File: src/rtl/dmn_pkg.sv
// ----------------------------------------------------------------------------
// dmn_pkg
// Shared widths, codes and the controller/datapath command and status types.
// ----------------------------------------------------------------------------
package dmn_pkg;

	localparam int MAX_SERVERS_DEF = 8;

	localparam int ACT_W  = 3;
	localparam int SRV_W  = 3;
	localparam int CLK_W  = 32;
	localparam int MSG_W  = 3;
	localparam int CNT_W  = 4;
	localparam int MODE_W = 3;
	localparam int KIND_W = 2;

	localparam logic [CNT_W-1:0] SERVERS_RESET = CNT_W'(8);

	// input actions
	localparam logic [ACT_W-1:0] ACT_CLIENT_REQ    = 3'd0;
	localparam logic [ACT_W-1:0] ACT_CLIENT_REL    = 3'd1;
	localparam logic [ACT_W-1:0] ACT_CLIENT_FINISH = 3'd2;
	localparam logic [ACT_W-1:0] ACT_PEER_REQ      = 3'd3;
	localparam logic [ACT_W-1:0] ACT_PEER_REPLY    = 3'd4;
	localparam logic [ACT_W-1:0] ACT_PEER_LEAVE    = 3'd5;
	localparam logic [ACT_W-1:0] ACT_PEER_GOAWAY   = 3'd6;

	// output messages
	localparam logic [MSG_W-1:0] MSG_REQUEST = 3'd0;
	localparam logic [MSG_W-1:0] MSG_REPLY   = 3'd1;
	localparam logic [MSG_W-1:0] MSG_GRANT   = 3'd2;
	localparam logic [MSG_W-1:0] MSG_LEAVE   = 3'd3;
	localparam logic [MSG_W-1:0] MSG_GOAWAY  = 3'd4;

	// protocol modes
	localparam logic [MODE_W-1:0] MODE_IDLE    = 3'd0;
	localparam logic [MODE_W-1:0] MODE_WAITING = 3'd1;
	localparam logic [MODE_W-1:0] MODE_HELD    = 3'd2;
	localparam logic [MODE_W-1:0] MODE_LEAVING = 3'd3;
	localparam logic [MODE_W-1:0] MODE_DONE    = 3'd4;

	// bitmap scan sources
	localparam logic [KIND_W-1:0] SCAN_BCAST   = 2'd0;
	localparam logic [KIND_W-1:0] SCAN_DREPLY  = 2'd1;
	localparam logic [KIND_W-1:0] SCAN_DGOAWAY = 2'd2;

	// configuration register indexes
	localparam logic REG_OWN_INDEX      = 1'b0;
	localparam logic REG_SERVERS_IN_USE = 1'b1;

	typedef struct packed {
		logic              load;
		logic              set_mode;
		logic [MODE_W-1:0] mode_val;
		logic              bump_clock;
		logic              start_round;
		logic              inc_replies;
		logic              track_clock;
		logic              defer_reply;
		logic              defer_goaway;
		logic              kill_src;
		logic              drop_alive;
		logic              scan_load;
		logic [KIND_W-1:0] scan_kind;
		logic [MSG_W-1:0]  scan_msg;
		logic              scan_step;
		logic              emit;
		logic [MSG_W-1:0]  emit_msg;
		logic              emit_to_own;
		logic              flush;
	} dmn_cmd_t;

	typedef struct packed {
		logic [MODE_W-1:0] mode;
		logic [ACT_W-1:0]  action;
		logic              peer_ok;
		logic              wins;
		logic              need_zero;
		logic              rg_reach;
		logic              scan_empty;
		logic              can_emit;
		logic              can_flush;
		logic              stg_valid;
	} dmn_status_t;

	// effective server count: clip to 1..max_srv
	function automatic logic [CNT_W-1:0] eff_servers(input logic [CNT_W-1:0] siu,
			input int max_srv);
		logic [CNT_W-1:0] n;
		n = siu;
		if (n == '0) n = CNT_W'(1);
		if (int'(n) > max_srv) n = CNT_W'(max_srv);
		return n;
	endfunction

endpackage

File: src/rtl/dmn_in_if.sv
// ----------------------------------------------------------------------------
// dmn_in_if
// Input request channel: one received message per request.
// ----------------------------------------------------------------------------
interface dmn_in_if;
	logic                       valid;
	logic                       ready;
	logic [dmn_pkg::ACT_W-1:0]  action;
	logic [dmn_pkg::SRV_W-1:0]  source_server;
	logic [dmn_pkg::CLK_W-1:0]  clock_value;

	modport source(output valid, action, source_server, clock_value, input ready);
	modport sink(input valid, action, source_server, clock_value, output ready);
endinterface

File: src/rtl/dmn_out_if.sv
// ----------------------------------------------------------------------------
// dmn_out_if
// Output request channel: one outgoing protocol message per request.
// ----------------------------------------------------------------------------
interface dmn_out_if;
	logic                       valid;
	logic                       ready;
	logic [dmn_pkg::MSG_W-1:0]  message;
	logic [dmn_pkg::SRV_W-1:0]  dest_server;
	logic [dmn_pkg::CLK_W-1:0]  clock_out;
	logic                       last;

	modport source(output valid, message, dest_server, clock_out, last, input ready);
	modport sink(input valid, message, dest_server, clock_out, last, output ready);
endinterface

File: src/rtl/dmn_datapath.sv
// ----------------------------------------------------------------------------
// dmn_datapath
// Node state, configuration registers, bitmap scanner and output staging.
// ----------------------------------------------------------------------------
module dmn_datapath #(
	parameter int MAX_SERVERS = dmn_pkg::MAX_SERVERS_DEF
) (
	input  logic                      clk,
	input  logic                      arst_n,
	input  logic [dmn_pkg::ACT_W-1:0] in_action,
	input  logic [dmn_pkg::SRV_W-1:0] in_source,
	input  logic [dmn_pkg::CLK_W-1:0] in_clock,
	input  dmn_pkg::dmn_cmd_t         cmd,
	output dmn_pkg::dmn_status_t      status,
	input  logic                      cfg_we,
	input  logic                      cfg_sel,
	input  logic [31:0]               cfg_wdata,
	output logic [31:0]               cfg_rdata,
	output logic                      out_valid,
	input  logic                      out_ready,
	output logic [dmn_pkg::MSG_W-1:0] out_message,
	output logic [dmn_pkg::SRV_W-1:0] out_dest,
	output logic [dmn_pkg::CLK_W-1:0] out_clock,
	output logic                      out_last
);

	localparam int IDX_W = (MAX_SERVERS > 1) ? $clog2(MAX_SERVERS) : 1;
	localparam logic [dmn_pkg::CNT_W-1:0] RST_N =
		dmn_pkg::eff_servers(dmn_pkg::SERVERS_RESET, MAX_SERVERS);
	localparam logic [MAX_SERVERS-1:0] RST_ALIVE =
		MAX_SERVERS'((64'd1 << RST_N) - 64'd1);

	// configuration
	logic [dmn_pkg::SRV_W-1:0]  own_index_q;
	logic [dmn_pkg::CNT_W-1:0]  siu_q;

	// protocol state
	logic [dmn_pkg::MODE_W-1:0] mode_q;
	logic [dmn_pkg::CLK_W-1:0]  own_clock_q;
	logic [dmn_pkg::CLK_W-1:0]  highest_q;
	logic [dmn_pkg::CNT_W-1:0]  rg_q;
	logic [dmn_pkg::CNT_W-1:0]  rn_q;
	logic [dmn_pkg::CNT_W-1:0]  alive_cnt_q;
	logic [MAX_SERVERS-1:0]     dreply_q;
	logic [MAX_SERVERS-1:0]     dgoaway_q;
	logic [MAX_SERVERS-1:0]     alive_q;

	// captured request
	logic [dmn_pkg::ACT_W-1:0]  action_q;
	logic [dmn_pkg::SRV_W-1:0]  src_q;
	logic [dmn_pkg::CLK_W-1:0]  clkin_q;

	// scanner
	logic [MAX_SERVERS-1:0]     scan_mask_q;
	logic [dmn_pkg::KIND_W-1:0] scan_kind_q;
	logic [dmn_pkg::MSG_W-1:0]  scan_msg_q;

	// staging and output registers
	logic                       stg_valid_q;
	logic [dmn_pkg::MSG_W-1:0]  stg_msg_q;
	logic [dmn_pkg::SRV_W-1:0]  stg_dest_q;
	logic [dmn_pkg::CLK_W-1:0]  stg_clock_q;
	logic                       out_valid_q;
	logic [dmn_pkg::MSG_W-1:0]  out_msg_q;
	logic [dmn_pkg::SRV_W-1:0]  out_dest_q;
	logic [dmn_pkg::CLK_W-1:0]  out_clock_q;
	logic                       out_last_q;

	logic [dmn_pkg::CNT_W-1:0]  n;
	logic [dmn_pkg::CNT_W-1:0]  cfg_n;
	logic [MAX_SERVERS-1:0]     nmask;
	logic [MAX_SERVERS-1:0]     cfg_mask;
	logic [MAX_SERVERS-1:0]     own_oh;
	logic [MAX_SERVERS-1:0]     src_oh;
	logic [MAX_SERVERS-1:0]     scan_low;
	logic [MAX_SERVERS-1:0]     scan_src;
	logic [IDX_W-1:0]           scan_idx;
	logic [dmn_pkg::CNT_W-1:0]  needed;
	logic [dmn_pkg::CNT_W-1:0]  rg_inc;
	logic                       src_alive;
	logic                       out_free;
	logic                       produce;
	logic [dmn_pkg::MSG_W-1:0]  new_msg;
	logic [dmn_pkg::SRV_W-1:0]  new_dest;
	logic                       goaway_step;

	always_comb begin
		n     = dmn_pkg::eff_servers(siu_q, MAX_SERVERS);
		cfg_n = dmn_pkg::eff_servers(cfg_wdata[dmn_pkg::CNT_W-1:0], MAX_SERVERS);
		for (int i = 0; i < MAX_SERVERS; i++) begin
			nmask[i]    = int'(n) > i;
			cfg_mask[i] = int'(cfg_n) > i;
		end
	end

	assign own_oh    = MAX_SERVERS'(1) << own_index_q;
	assign src_oh    = MAX_SERVERS'(1) << src_q;
	assign src_alive = |(alive_q & src_oh);
	assign needed    = (alive_cnt_q != '0) ? alive_cnt_q - 1'b1 : '0;
	assign rg_inc    = rg_q + 1'b1;

	// lowest pending bit of the scan
	assign scan_low = scan_mask_q & (~scan_mask_q + MAX_SERVERS'(1));
	always_comb begin
		scan_idx = '0;
		for (int i = MAX_SERVERS - 1; i >= 0; i--) begin
			if (scan_mask_q[i]) scan_idx = IDX_W'(i);
		end
	end

	always_comb begin
		case (cmd.scan_kind)
			dmn_pkg::SCAN_BCAST:   scan_src = alive_q & ~own_oh & nmask;
			dmn_pkg::SCAN_DREPLY:  scan_src = dreply_q & nmask;
			dmn_pkg::SCAN_DGOAWAY: scan_src = dgoaway_q & alive_q & nmask;
			default:               scan_src = '0;
		endcase
	end

	assign out_free    = !out_valid_q || out_ready;
	assign produce     = cmd.emit || cmd.scan_step;
	assign new_msg     = cmd.scan_step ? scan_msg_q : cmd.emit_msg;
	assign new_dest    = cmd.scan_step ? dmn_pkg::SRV_W'(scan_idx) :
		(cmd.emit_to_own ? own_index_q : src_q);
	assign goaway_step = cmd.scan_step && (scan_kind_q == dmn_pkg::SCAN_DGOAWAY);

	always_comb begin
		status.mode       = mode_q;
		status.action     = action_q;
		status.peer_ok    = (dmn_pkg::CNT_W'(src_q) < n) && (src_q != own_index_q);
		status.wins       = (clkin_q < own_clock_q) ||
			((clkin_q == own_clock_q) && (src_q < own_index_q));
		status.need_zero  = (needed == '0);
		status.rg_reach   = (rg_inc >= rn_q);
		status.scan_empty = (scan_mask_q == '0);
		status.can_emit   = !stg_valid_q || out_free;
		status.can_flush  = out_free;
		status.stg_valid  = stg_valid_q;
	end

	// configuration and protocol state
	always_ff @(posedge clk or negedge arst_n) begin
		if (!arst_n) begin
			own_index_q <= '0;
			siu_q       <= dmn_pkg::SERVERS_RESET;
			mode_q      <= dmn_pkg::MODE_IDLE;
			own_clock_q <= '0;
			highest_q   <= '0;
			rg_q        <= '0;
			rn_q        <= '0;
			alive_cnt_q <= RST_N;
			dreply_q    <= '0;
			dgoaway_q   <= '0;
			alive_q     <= RST_ALIVE;
			scan_mask_q <= '0;
			scan_kind_q <= dmn_pkg::SCAN_BCAST;
			scan_msg_q  <= dmn_pkg::MSG_REQUEST;
		end else begin
			if (cfg_we) begin
				if (cfg_sel == dmn_pkg::REG_OWN_INDEX) begin
					own_index_q <= cfg_wdata[dmn_pkg::SRV_W-1:0];
				end else begin
					siu_q       <= cfg_wdata[dmn_pkg::CNT_W-1:0];
					alive_cnt_q <= cfg_n;
					alive_q     <= cfg_mask;
				end
			end else begin
				if ((cmd.drop_alive && src_alive) || goaway_step) begin
					if (alive_cnt_q != '0) alive_cnt_q <= alive_cnt_q - 1'b1;
				end
				if (cmd.kill_src) alive_q <= alive_q & ~src_oh;
			end
			if (cmd.set_mode) mode_q <= cmd.mode_val;
			if (cmd.bump_clock) own_clock_q <= highest_q + 1'b1;
			if (cmd.track_clock && (clkin_q > highest_q)) highest_q <= clkin_q;
			if (cmd.start_round) begin
				rg_q <= '0;
				rn_q <= needed;
			end else if (cmd.inc_replies) begin
				rg_q <= rg_inc;
			end
			if (cmd.defer_reply) begin
				dreply_q <= dreply_q | src_oh;
			end else if (cmd.scan_step && (scan_kind_q == dmn_pkg::SCAN_DREPLY)) begin
				dreply_q <= dreply_q & ~scan_low;
			end
			if (cmd.defer_goaway) begin
				dgoaway_q <= dgoaway_q | src_oh;
			end else if (goaway_step) begin
				dgoaway_q <= dgoaway_q & ~scan_low;
			end
			if (cmd.scan_load) begin
				scan_mask_q <= scan_src;
				scan_kind_q <= cmd.scan_kind;
				scan_msg_q  <= cmd.scan_msg;
			end else if (cmd.scan_step) begin
				scan_mask_q <= scan_mask_q & ~scan_low;
			end
		end
	end

	// captured request fields
	always_ff @(posedge clk) begin
		if (cmd.load) begin
			action_q <= in_action;
			src_q    <= in_source;
			clkin_q  <= in_clock;
		end
	end

	// staging: hold the newest result until the next one or the end of the step
	always_ff @(posedge clk or negedge arst_n) begin
		if (!arst_n) begin
			stg_valid_q <= 1'b0;
			out_valid_q <= 1'b0;
		end else begin
			if (produce) begin
				stg_valid_q <= 1'b1;
			end else if (cmd.flush) begin
				stg_valid_q <= 1'b0;
			end
			if ((produce && stg_valid_q) || cmd.flush) begin
				out_valid_q <= 1'b1;
			end else if (out_ready) begin
				out_valid_q <= 1'b0;
			end
		end
	end

	always_ff @(posedge clk) begin
		if (produce) begin
			stg_msg_q   <= new_msg;
			stg_dest_q  <= new_dest;
			stg_clock_q <= own_clock_q;
		end
		if ((produce && stg_valid_q) || cmd.flush) begin
			out_msg_q   <= stg_msg_q;
			out_dest_q  <= stg_dest_q;
			out_clock_q <= stg_clock_q;
			out_last_q  <= cmd.flush;
		end
	end

	assign out_valid   = out_valid_q;
	assign out_message = out_msg_q;
	assign out_dest    = out_dest_q;
	assign out_clock   = out_clock_q;
	assign out_last    = out_last_q;

	assign cfg_rdata = (cfg_sel == dmn_pkg::REG_SERVERS_IN_USE) ?
		32'(siu_q) : 32'(own_index_q);

endmodule

File: src/rtl/dmn_ctrl.sv
// ----------------------------------------------------------------------------
// dmn_ctrl
// Sequencer: decodes each request against the mode and steps the datapath.
// ----------------------------------------------------------------------------
module dmn_ctrl (
	input  logic                 clk,
	input  logic                 arst_n,
	input  logic                 in_valid,
	output logic                 in_ready,
	input  dmn_pkg::dmn_status_t status,
	output dmn_pkg::dmn_cmd_t    cmd
);

	localparam logic [2:0] S_IDLE  = 3'd0;
	localparam logic [2:0] S_EXEC  = 3'd1;
	localparam logic [2:0] S_SCAN  = 3'd2;
	localparam logic [2:0] S_GRANT = 3'd3;
	localparam logic [2:0] S_FLUSH = 3'd4;

	logic [2:0] state_q;
	logic [2:0] state_nxt;
	logic       grant_after_q;
	logic       grant_after_nxt;
	logic       finish_after_q;
	logic       finish_after_nxt;
	logic       skip;

	assign in_ready = (state_q == S_IDLE);
	assign skip = (status.mode == dmn_pkg::MODE_DONE) ||
		((status.action >= dmn_pkg::ACT_PEER_REQ) && !status.peer_ok);

	always_comb begin
		cmd              = '0;
		state_nxt        = state_q;
		grant_after_nxt  = grant_after_q;
		finish_after_nxt = finish_after_q;
		case (state_q)
			S_IDLE: begin
				if (in_valid) begin
					cmd.load  = 1'b1;
					state_nxt = S_EXEC;
				end
			end
			S_EXEC: begin
				state_nxt        = S_IDLE;
				grant_after_nxt  = 1'b0;
				finish_after_nxt = 1'b0;
				if (!skip) begin
					case (status.action)
						dmn_pkg::ACT_CLIENT_REQ: begin
							if (status.mode == dmn_pkg::MODE_IDLE) begin
								cmd.bump_clock  = 1'b1;
								cmd.start_round = 1'b1;
								cmd.set_mode    = 1'b1;
								cmd.mode_val    = status.need_zero ?
									dmn_pkg::MODE_HELD : dmn_pkg::MODE_WAITING;
								cmd.scan_load   = 1'b1;
								cmd.scan_kind   = dmn_pkg::SCAN_BCAST;
								cmd.scan_msg    = dmn_pkg::MSG_REQUEST;
								grant_after_nxt = status.need_zero;
								state_nxt       = S_SCAN;
							end
						end
						dmn_pkg::ACT_CLIENT_REL: begin
							if (status.mode == dmn_pkg::MODE_HELD) begin
								cmd.set_mode  = 1'b1;
								cmd.mode_val  = dmn_pkg::MODE_IDLE;
								cmd.scan_load = 1'b1;
								cmd.scan_kind = dmn_pkg::SCAN_DREPLY;
								cmd.scan_msg  = dmn_pkg::MSG_REPLY;
								state_nxt     = S_SCAN;
							end
						end
						dmn_pkg::ACT_CLIENT_FINISH: begin
							if (status.mode == dmn_pkg::MODE_IDLE) begin
								cmd.set_mode     = 1'b1;
								cmd.mode_val     = dmn_pkg::MODE_LEAVING;
								cmd.start_round  = 1'b1;
								cmd.scan_load    = 1'b1;
								cmd.scan_kind    = dmn_pkg::SCAN_BCAST;
								cmd.scan_msg     = dmn_pkg::MSG_LEAVE;
								finish_after_nxt = status.need_zero;
								state_nxt        = S_SCAN;
							end
						end
						dmn_pkg::ACT_PEER_REQ: begin
							if (status.mode == dmn_pkg::MODE_LEAVING) begin
								cmd.emit     = 1'b1;
								cmd.emit_msg = dmn_pkg::MSG_REPLY;
								state_nxt    = S_FLUSH;
							end else begin
								cmd.track_clock = 1'b1;
								if ((status.mode == dmn_pkg::MODE_IDLE) ||
										((status.mode == dmn_pkg::MODE_WAITING) &&
										status.wins)) begin
									cmd.emit     = 1'b1;
									cmd.emit_msg = dmn_pkg::MSG_REPLY;
									state_nxt    = S_FLUSH;
								end else begin
									cmd.defer_reply = 1'b1;
								end
							end
						end
						dmn_pkg::ACT_PEER_REPLY: begin
							if (status.mode == dmn_pkg::MODE_WAITING) begin
								cmd.inc_replies = 1'b1;
								if (status.rg_reach) begin
									cmd.emit        = 1'b1;
									cmd.emit_msg    = dmn_pkg::MSG_GRANT;
									cmd.emit_to_own = 1'b1;
									cmd.set_mode    = 1'b1;
									cmd.mode_val    = dmn_pkg::MODE_HELD;
									state_nxt       = S_FLUSH;
								end
							end
						end
						dmn_pkg::ACT_PEER_LEAVE: begin
							if (status.mode == dmn_pkg::MODE_LEAVING) begin
								if (status.wins) begin
									cmd.emit     = 1'b1;
									cmd.emit_msg = dmn_pkg::MSG_GOAWAY;
									cmd.kill_src = 1'b1;
									state_nxt    = S_FLUSH;
								end else begin
									cmd.defer_goaway = 1'b1;
								end
							end else begin
								cmd.drop_alive = 1'b1;
								cmd.kill_src   = 1'b1;
								cmd.emit       = 1'b1;
								cmd.emit_msg   = dmn_pkg::MSG_GOAWAY;
								state_nxt      = S_FLUSH;
							end
						end
						dmn_pkg::ACT_PEER_GOAWAY: begin
							if (status.mode == dmn_pkg::MODE_LEAVING) begin
								cmd.inc_replies = 1'b1;
								if (status.rg_reach) begin
									cmd.set_mode  = 1'b1;
									cmd.mode_val  = dmn_pkg::MODE_DONE;
									cmd.scan_load = 1'b1;
									cmd.scan_kind = dmn_pkg::SCAN_DGOAWAY;
									cmd.scan_msg  = dmn_pkg::MSG_GOAWAY;
									state_nxt     = S_SCAN;
								end
							end
						end
						default: begin
							state_nxt = S_IDLE;
						end
					endcase
				end
			end
			S_SCAN: begin
				if (status.scan_empty) begin
					if (grant_after_q) begin
						grant_after_nxt = 1'b0;
						state_nxt       = S_GRANT;
					end else if (finish_after_q) begin
						// leave needs no go-aways: send the deferred ones and stop
						finish_after_nxt = 1'b0;
						cmd.set_mode     = 1'b1;
						cmd.mode_val     = dmn_pkg::MODE_DONE;
						cmd.scan_load    = 1'b1;
						cmd.scan_kind    = dmn_pkg::SCAN_DGOAWAY;
						cmd.scan_msg     = dmn_pkg::MSG_GOAWAY;
					end else begin
						state_nxt = status.stg_valid ? S_FLUSH : S_IDLE;
					end
				end else if (status.can_emit) begin
					cmd.scan_step = 1'b1;
				end
			end
			S_GRANT: begin
				if (status.can_emit) begin
					cmd.emit        = 1'b1;
					cmd.emit_msg    = dmn_pkg::MSG_GRANT;
					cmd.emit_to_own = 1'b1;
					state_nxt       = S_FLUSH;
				end
			end
			S_FLUSH: begin
				if (status.can_flush) begin
					cmd.flush = 1'b1;
					state_nxt = S_IDLE;
				end
			end
			default: begin
				state_nxt = S_IDLE;
			end
		endcase
	end

	always_ff @(posedge clk or negedge arst_n) begin
		if (!arst_n) begin
			state_q        <= S_IDLE;
			grant_after_q  <= 1'b0;
			finish_after_q <= 1'b0;
		end else begin
			state_q        <= state_nxt;
			grant_after_q  <= grant_after_nxt;
			finish_after_q <= finish_after_nxt;
		end
	end

endmodule

File: src/rtl/distributed_mutex_node.sv
// ----------------------------------------------------------------------------
// distributed_mutex_node
// One server node of Ricart-Agrawala mutual exclusion with an orderly leave.
// ----------------------------------------------------------------------------
// Usage:
//   in_ch carries one received message per request (client request, release,
//   finish, or a peer request, reply, leave or go-away with source and clock).
//   out_ch carries the messages this node sends; last marks the final one
//   caused by an input. An input with no effect produces nothing on out_ch.
//   The APB port holds own_index (0x0) and servers_in_use (0x4); write them
//   only while no input is in flight. Writing servers_in_use marks all peers
//   alive again.
// Timing:
//   One input at a time; in_ch.ready is high only between inputs. Each input
//   is captured, then decoded, which is all an input with no effect needs. A
//   single direct message is staged at decode and released by a flush step.
//   The bitmap scanner sends one message per cycle while out_ch does not
//   stall, then sees the end of the scan and releases the last message; a
//   grant or the end of a leave is sent after the scan and before release.
//   A message shows on out_ch when the next one is staged or at the flush.
// Reset and stall:
//   arst_n clears the node to idle with all peers alive. When out_ch stalls,
//   the last message holds in the output register and the scanner waits.
// ----------------------------------------------------------------------------
module distributed_mutex_node #(
	parameter int MAX_SERVERS = dmn_pkg::MAX_SERVERS_DEF
) (
	input  logic        clk,
	input  logic        arst_n,
	dmn_in_if.sink      in_ch,
	dmn_out_if.source   out_ch,
	input  logic        psel,
	input  logic        penable,
	input  logic        pwrite,
	input  logic [2:0]  paddr,
	input  logic [31:0] pwdata,
	output logic [31:0] prdata,
	output logic        pready
);

	dmn_pkg::dmn_cmd_t    cmd;
	dmn_pkg::dmn_status_t status;
	logic                 cfg_we;
	logic                 cfg_sel;

	// APB access: registers sit on a 4-byte stride, no wait states
	assign pready  = 1'b1;
	assign cfg_sel = paddr[2];
	assign cfg_we  = psel && penable && pwrite && pready;

	// sequencer: decide what each request does and step the datapath
	dmn_ctrl u_ctrl (
		.clk      (clk),
		.arst_n   (arst_n),
		.in_valid (in_ch.valid),
		.in_ready (in_ch.ready),
		.status   (status),
		.cmd      (cmd)
	);

	// node state, scanner and output registers
	dmn_datapath #(
		.MAX_SERVERS (MAX_SERVERS)
	) u_datapath (
		.clk         (clk),
		.arst_n      (arst_n),
		.in_action   (in_ch.action),
		.in_source   (in_ch.source_server),
		.in_clock    (in_ch.clock_value),
		.cmd         (cmd),
		.status      (status),
		.cfg_we      (cfg_we),
		.cfg_sel     (cfg_sel),
		.cfg_wdata   (pwdata),
		.cfg_rdata   (prdata),
		.out_valid   (out_ch.valid),
		.out_ready   (out_ch.ready),
		.out_message (out_ch.message),
		.out_dest    (out_ch.dest_server),
		.out_clock   (out_ch.clock_out),
		.out_last    (out_ch.last)
	);

endmodule
File: src/flat_wrapper.sv
// flat-port wrapper written by rule: the top's interface ports become plain ports
module distributed_mutex_node_flat 
#(
	parameter int MAX_SERVERS = dmn_pkg::MAX_SERVERS_DEF
)
  (clk, arst_n, psel, penable, pwrite, paddr, pwdata, prdata, pready, in_ch_valid, in_ch_action, in_ch_source_server, in_ch_clock_value, in_ch_ready, out_ch_valid, out_ch_message, out_ch_dest_server, out_ch_clock_out, out_ch_last, out_ch_ready);
  dmn_in_if in_ch_i ();
  dmn_out_if out_ch_i ();
  input  logic clk;
  input  logic arst_n;
  input  logic psel;
  input  logic penable;
  input  logic pwrite;
  input  logic [2:0] paddr;
  input  logic [31:0] pwdata;
  output logic [31:0] prdata;
  output logic pready;
  input wire logic [$bits(in_ch_i.valid)-1:0] in_ch_valid;
  input wire logic [$bits(in_ch_i.action)-1:0] in_ch_action;
  input wire logic [$bits(in_ch_i.source_server)-1:0] in_ch_source_server;
  input wire logic [$bits(in_ch_i.clock_value)-1:0] in_ch_clock_value;
  output wire logic [$bits(in_ch_i.ready)-1:0] in_ch_ready;
  output wire logic [$bits(out_ch_i.valid)-1:0] out_ch_valid;
  output wire logic [$bits(out_ch_i.message)-1:0] out_ch_message;
  output wire logic [$bits(out_ch_i.dest_server)-1:0] out_ch_dest_server;
  output wire logic [$bits(out_ch_i.clock_out)-1:0] out_ch_clock_out;
  output wire logic [$bits(out_ch_i.last)-1:0] out_ch_last;
  input wire logic [$bits(out_ch_i.ready)-1:0] out_ch_ready;
  assign in_ch_i.valid = in_ch_valid;
  assign in_ch_i.action = in_ch_action;
  assign in_ch_i.source_server = in_ch_source_server;
  assign in_ch_i.clock_value = in_ch_clock_value;
  assign in_ch_ready = in_ch_i.ready;
  assign out_ch_valid = out_ch_i.valid;
  assign out_ch_message = out_ch_i.message;
  assign out_ch_dest_server = out_ch_i.dest_server;
  assign out_ch_clock_out = out_ch_i.clock_out;
  assign out_ch_last = out_ch_i.last;
  assign out_ch_i.ready = out_ch_ready;
  distributed_mutex_node #(.MAX_SERVERS(MAX_SERVERS)) u_core (.clk(clk), .arst_n(arst_n), .in_ch(in_ch_i), .out_ch(out_ch_i), .psel(psel), .penable(penable), .pwrite(pwrite), .paddr(paddr), .pwdata(pwdata), .prdata(prdata), .pready(pready));
endmodule
File: config.mk
export PLATFORM = sky130hd
export DESIGN_NAME = distributed_mutex_node_flat
export DESIGN_NICKNAME = d
export VERILOG_FILES = /design/src/rtl/dmn_pkg.sv /design/src/rtl/dmn_in_if.sv /design/src/rtl/dmn_out_if.sv /design/src/rtl/dmn_datapath.sv /design/src/rtl/dmn_ctrl.sv /design/src/rtl/distributed_mutex_node.sv /design/src/flat_wrapper.sv
export SDC_FILE = /design/constraint.sdc
export NUM_CORES = 1
export LEC_CHECK = 0
export BUFFER_PORTS_ARGS = -buffer_cell sky130_fd_sc_hd__buf_4
export CAP_MARGIN = 20
export CORE_MARGIN = 10
export CORE_UTILIZATION = 50
export CTS_BUF_LIST = sky130_fd_sc_hd__clkbuf_8
export DETAILED_ROUTE_END_ITERATION = 6
export PLACE_DENSITY = 0.79
export SYNTH_ARGS = -nofsm -noshare
export SYNTH_HDL_FRONTEND = slang
export SYNTH_SLANG_ARGS = --single-unit
File: constraint.sdc
create_clock -name clk -period 6.4 [get_ports clk]
set_input_delay 0.64 -clock clk [delete_from_list [all_inputs] [get_ports clk]]
set_output_delay 0.64 -clock clk [all_outputs]
set_load 0.03 [all_outputs]
==> results.md <==
* Outcome: finished clean
* Routed Antenna Nets at 0
* Worst IR Drop VDD at about 0.21 mV
* Total Wirelength at approximately 28 mm
* Iteration-0 DRC Markers at around 600
* Die area at 31400 um^2
* IO buf count at 94
* Die X at 177 um
* DRC Markers at 0
* Number of global-route vias before repair at 9076
* Core area at between 20000 and 25000 um^2
* Root buffer cell: clkbuf_8
* Post-synth EDFFs at approximately 120
* Largest stage delay, worst path at roughly 0.8 ns
* Clk pwr share at 0.200
* Layout cells sized above 1 at 0.172
* Combinational Power Share at 0.359
* RSZ-0062 raised after global routing: no
* Clock Latency Late Sink at between 0.5 and 0.6 ns
* Worst min path class: primary input to async pin
* Sequential power share at 0.441
* Final setup fails at 0
* #FFs+latches synth at 244
* Hold_ws at 0.246 ns
* Post-synth ARST share at 0.529
* Rows at 57
* Global placer's final weighted congestion at roughly 0.92
* Reg area at 6690 um^2
* Syn-to-layout area delta at 13.9%
* Hpwl dp at roughly 20 mm
* Via count at just under 9000
* Longest Clk Path Bufs at 3
* Initial antenna violation count at 0
* CP Class: flip-flop to flip-flop
* Max_slew headroom at 0.342
* Worst-Margin Slew at roughly 0.98 ns
* Pleak at ~5.8 nW
* Io pins at between 150 and 200
* Setup_tns at 0 ns
* Drt wl/cell at about 18 um
* Seq/Total Area, Yosys at 0.542
* Cell Chain, Critical Path: ha_1, a21oi_1, o21ai_0, a2111oi_0, a2111oi_0, a2111oi_1, a21oi_1, a31oi_4, buf_4
* Number of max-cap violations at 0
* Max Freq at between 0.2 and 0.25 GHz
* Die height at ~180 um
* Pins Over Slew Limit at 0
* CP Data Required Time at approximately 6.6 ns
* Final nets at between 1000 and 1500
* Fin util at 0.578
* Power Dens Cells at between 400 and 500 nW/um^2
* Period minus WS final at between 4 and 5 ns
* Final hold vios at 0
* Clock sink total at about 240
* Pint at ~3.9 mW
* Psw at 2.45 mW
* Sw Ratio at 0.386
* Multi-input logic area at roughly 5100 um^2
* Synth Flop Type: dfrtp_1
* Post-CTS setup buffers at 0
* Clock slew at reported path FFs at 0.06 ns
* Synthesized instance count at 1122
* Mapped Area at roughly 12000 um^2
* CTS tree: done
* Launch point of the worst reg-to-reg path: u_core.u_datapath.clkin_q[9]
* Synth cell types at 75
* Largest net degree at the start of global routing at 75
* Starting utilization of the core area at 0.508
* CP Capture Type: flip-flop
* Congestion Overflow GR at 0
* Final period utilization at 0.669
* # hold bufs at CTS at 0
* TritonRoute pass-1 iters at 5
* First-pass GRT wire length at between 40 and 50 mm
* YS warnings at 0
* Syn Area/Cell at between 10 and 15 um^2
* Fin Clk Skew at approximately 0.030 ns
* Setup crit start: u_core.u_datapath.clkin_q[9]
* CP Launch Type: flip-flop
* GRT Overall Usage at 0.179
* ANT cells at 0
* Slowest stage cell, crit path: a2111oi_0
* Via/cell ratio at between 5 and 6
* # H-tree levels at 2
* Placed cell count at 1506
* Fill count at about 2000
* CP arrival at roughly 4.5 ns
* Post-CTS Resized at 0
* Layout Cells excl Fill at 1584
* Worst-path maximum fanout at 39
* CTS Buf Count at 41
## per-stage QoR
step / cell area, um^2 / power (mW) / setup WS (ns)
2_1_floorplan: 12400 / 4.34 / 1.63
3_3_place_gp: 13200 / 4.97 / 1.97
3_5_place_dp: 13200 / 5.08 / 1.96
4_1_cts: 14000 / 6.36 / 1.91
5_1_grt: 14100 / 6.81 / 1.92
6_report: 14100 / 6.36 / 2.12
## layout make-up
class,instances,area share
inverters,86,0.0230
clock buffers,45,0.0441
repair buffers,101,0.0571
flip-flops and latches,244,0.476
well taps,324,0.0288
multi-input cells,754,0.361
clock inverters,30,0.00952
## worst paths after layout
path,to,slack (ns),cells after the start
hold / removal,u_core.u_datapath.scan_mask_q[4],0.25,1
setup / recovery,u_core.u_datapath.out_clock[11],2.12,9
min in group clk,u_core.u_datapath.clkin_q[6],0.27,1
hold reg to reg,u_core.u_datapath.out_clock[3],0.39,0
setup reg to reg,u_core.u_datapath.out_clock[11],2.12,9
max in group asynchronous,u_core.u_datapath.dgoaway_q[5],4.79,2
## power by group through the flow
stage                     sequential, mW  clock [mW]  combinational, mW
after global routing                2.87        1.37               2.57
after floorplan                     2.85           0               1.49
after detailed placement            2.82           0               2.25
after global placement              2.80           0               2.17
final                               2.80        1.27               2.28
after CTS                           2.80        1.30               2.27
## cells by family after synthesis
group,share of synthesized area
AND/OR/NAND/NOR,0.129
AO/OA/AOI/OAI,0.130
flip-flops,0.542
buffers and inverters,0.0568
adder cells (fa/ha/maj),0.0770
multiplexers,0.0413
XOR/XNOR,0.0234
other,0.000608
## synthesized netlist by cell type (4+ instances only)
cell type / count / area share
dfrtp_1: 119 / 0.24
edfxtp_1: 115 / 0.28
nand2_1: 91 / 0.028
inv_1: 86 / 0.026
o21ai_0: 79 / 0.032
ha_1: 76 / 0.077
nor2_1: 60 / 0.018
a21oi_1: 59 / 0.024
nand3_1: 43 / 0.017
mux2_2: 38 / 0.035
xnor2_1: 31 / 0.022
buf_4: 29 / 0.018
clkbuf_1: 29 / 0.0088
a31oi_1: 24 / 0.012
nor3_1: 22 / 0.0089
nand4_1: 16 / 0.0081
and3_1: 15 / 0.0076
a21o_1: 13 / 0.0079
nand2b_1: 12 / 0.0061
dfstp_2: 10 / 0.021
nand3b_1: 9 / 0.0055
nor2b_1: 8 / 0.0041
a211oi_1: 7 / 0.0043
and2_1: 7 / 0.0035
a2111oi_0: 6 / 0.0043
and4_1: 6 / 0.0043
mux2i_1: 6 / 0.0049
or3_1: 6 / 0.0030
a21boi_0: 5 / 0.0030
a22o_1: 5 / 0.0035
a31o_2: 5 / 0.0035
nor3b_1: 5 / 0.0030
o211ai_1: 5 / 0.0030
o22ai_1: 5 / 0.0025
o21a_1: 4 / 0.0024
o31ai_1: 4 / 0.0024
## metal layers
layer / share of wire / up-vias / GRT usage
met1: 0.41 / 4288 / 0.222
li1: - / 4245 / -
met2: 0.49 / 345 / 0.303
met4: 0.026 / 0 / 0.0588
met3: 0.080 / 68 / 0.0408
met5: 0 / - / 0
## sequential cells by signal, summed over array words and instances, names as in the netlist, 8 cells and up
signal	flops
u_core.u_datapath.clkin_q	32
u_core.u_datapath.highest_q	32
u_core.u_datapath.out_clock	32
u_core.u_datapath.own_clock_q	32
u_core.u_datapath.stg_clock_q	32
u_core.u_datapath.alive_q	8
u_core.u_datapath.dgoaway_q	8
u_core.u_datapath.dreply_q	8
u_core.u_datapath.scan_mask_q	8
## cells in the final DEF (no fill, tap or decap), types with 15 or more instances in the layout
master and n:
buf_4 98, nor3_1 22, o21ai_0 79, inv_1 104, nor2_1 60, clkbuf_8 45
mux2_2 38, dfrtp_1 119, a21oi_1 59, edfxtp_1 115, xnor2_1 31, nand2_1 91
and3_1 15, conb_1 29, ha_1 76, a31oi_1 23, nand4_1 16, nand3_1 42
## critical path, delay by kind of cell, from the launching register on
| family | cells | cell delay, ns |
|---|---|---|
| buf+inv | 1 | 0.45 |
| flops | 1 | 0.45 |
| compound gates | 7 | 2.66 |
| fa+ha+maj | 1 | 0.33 |
(Power assumes the default switching activity.)
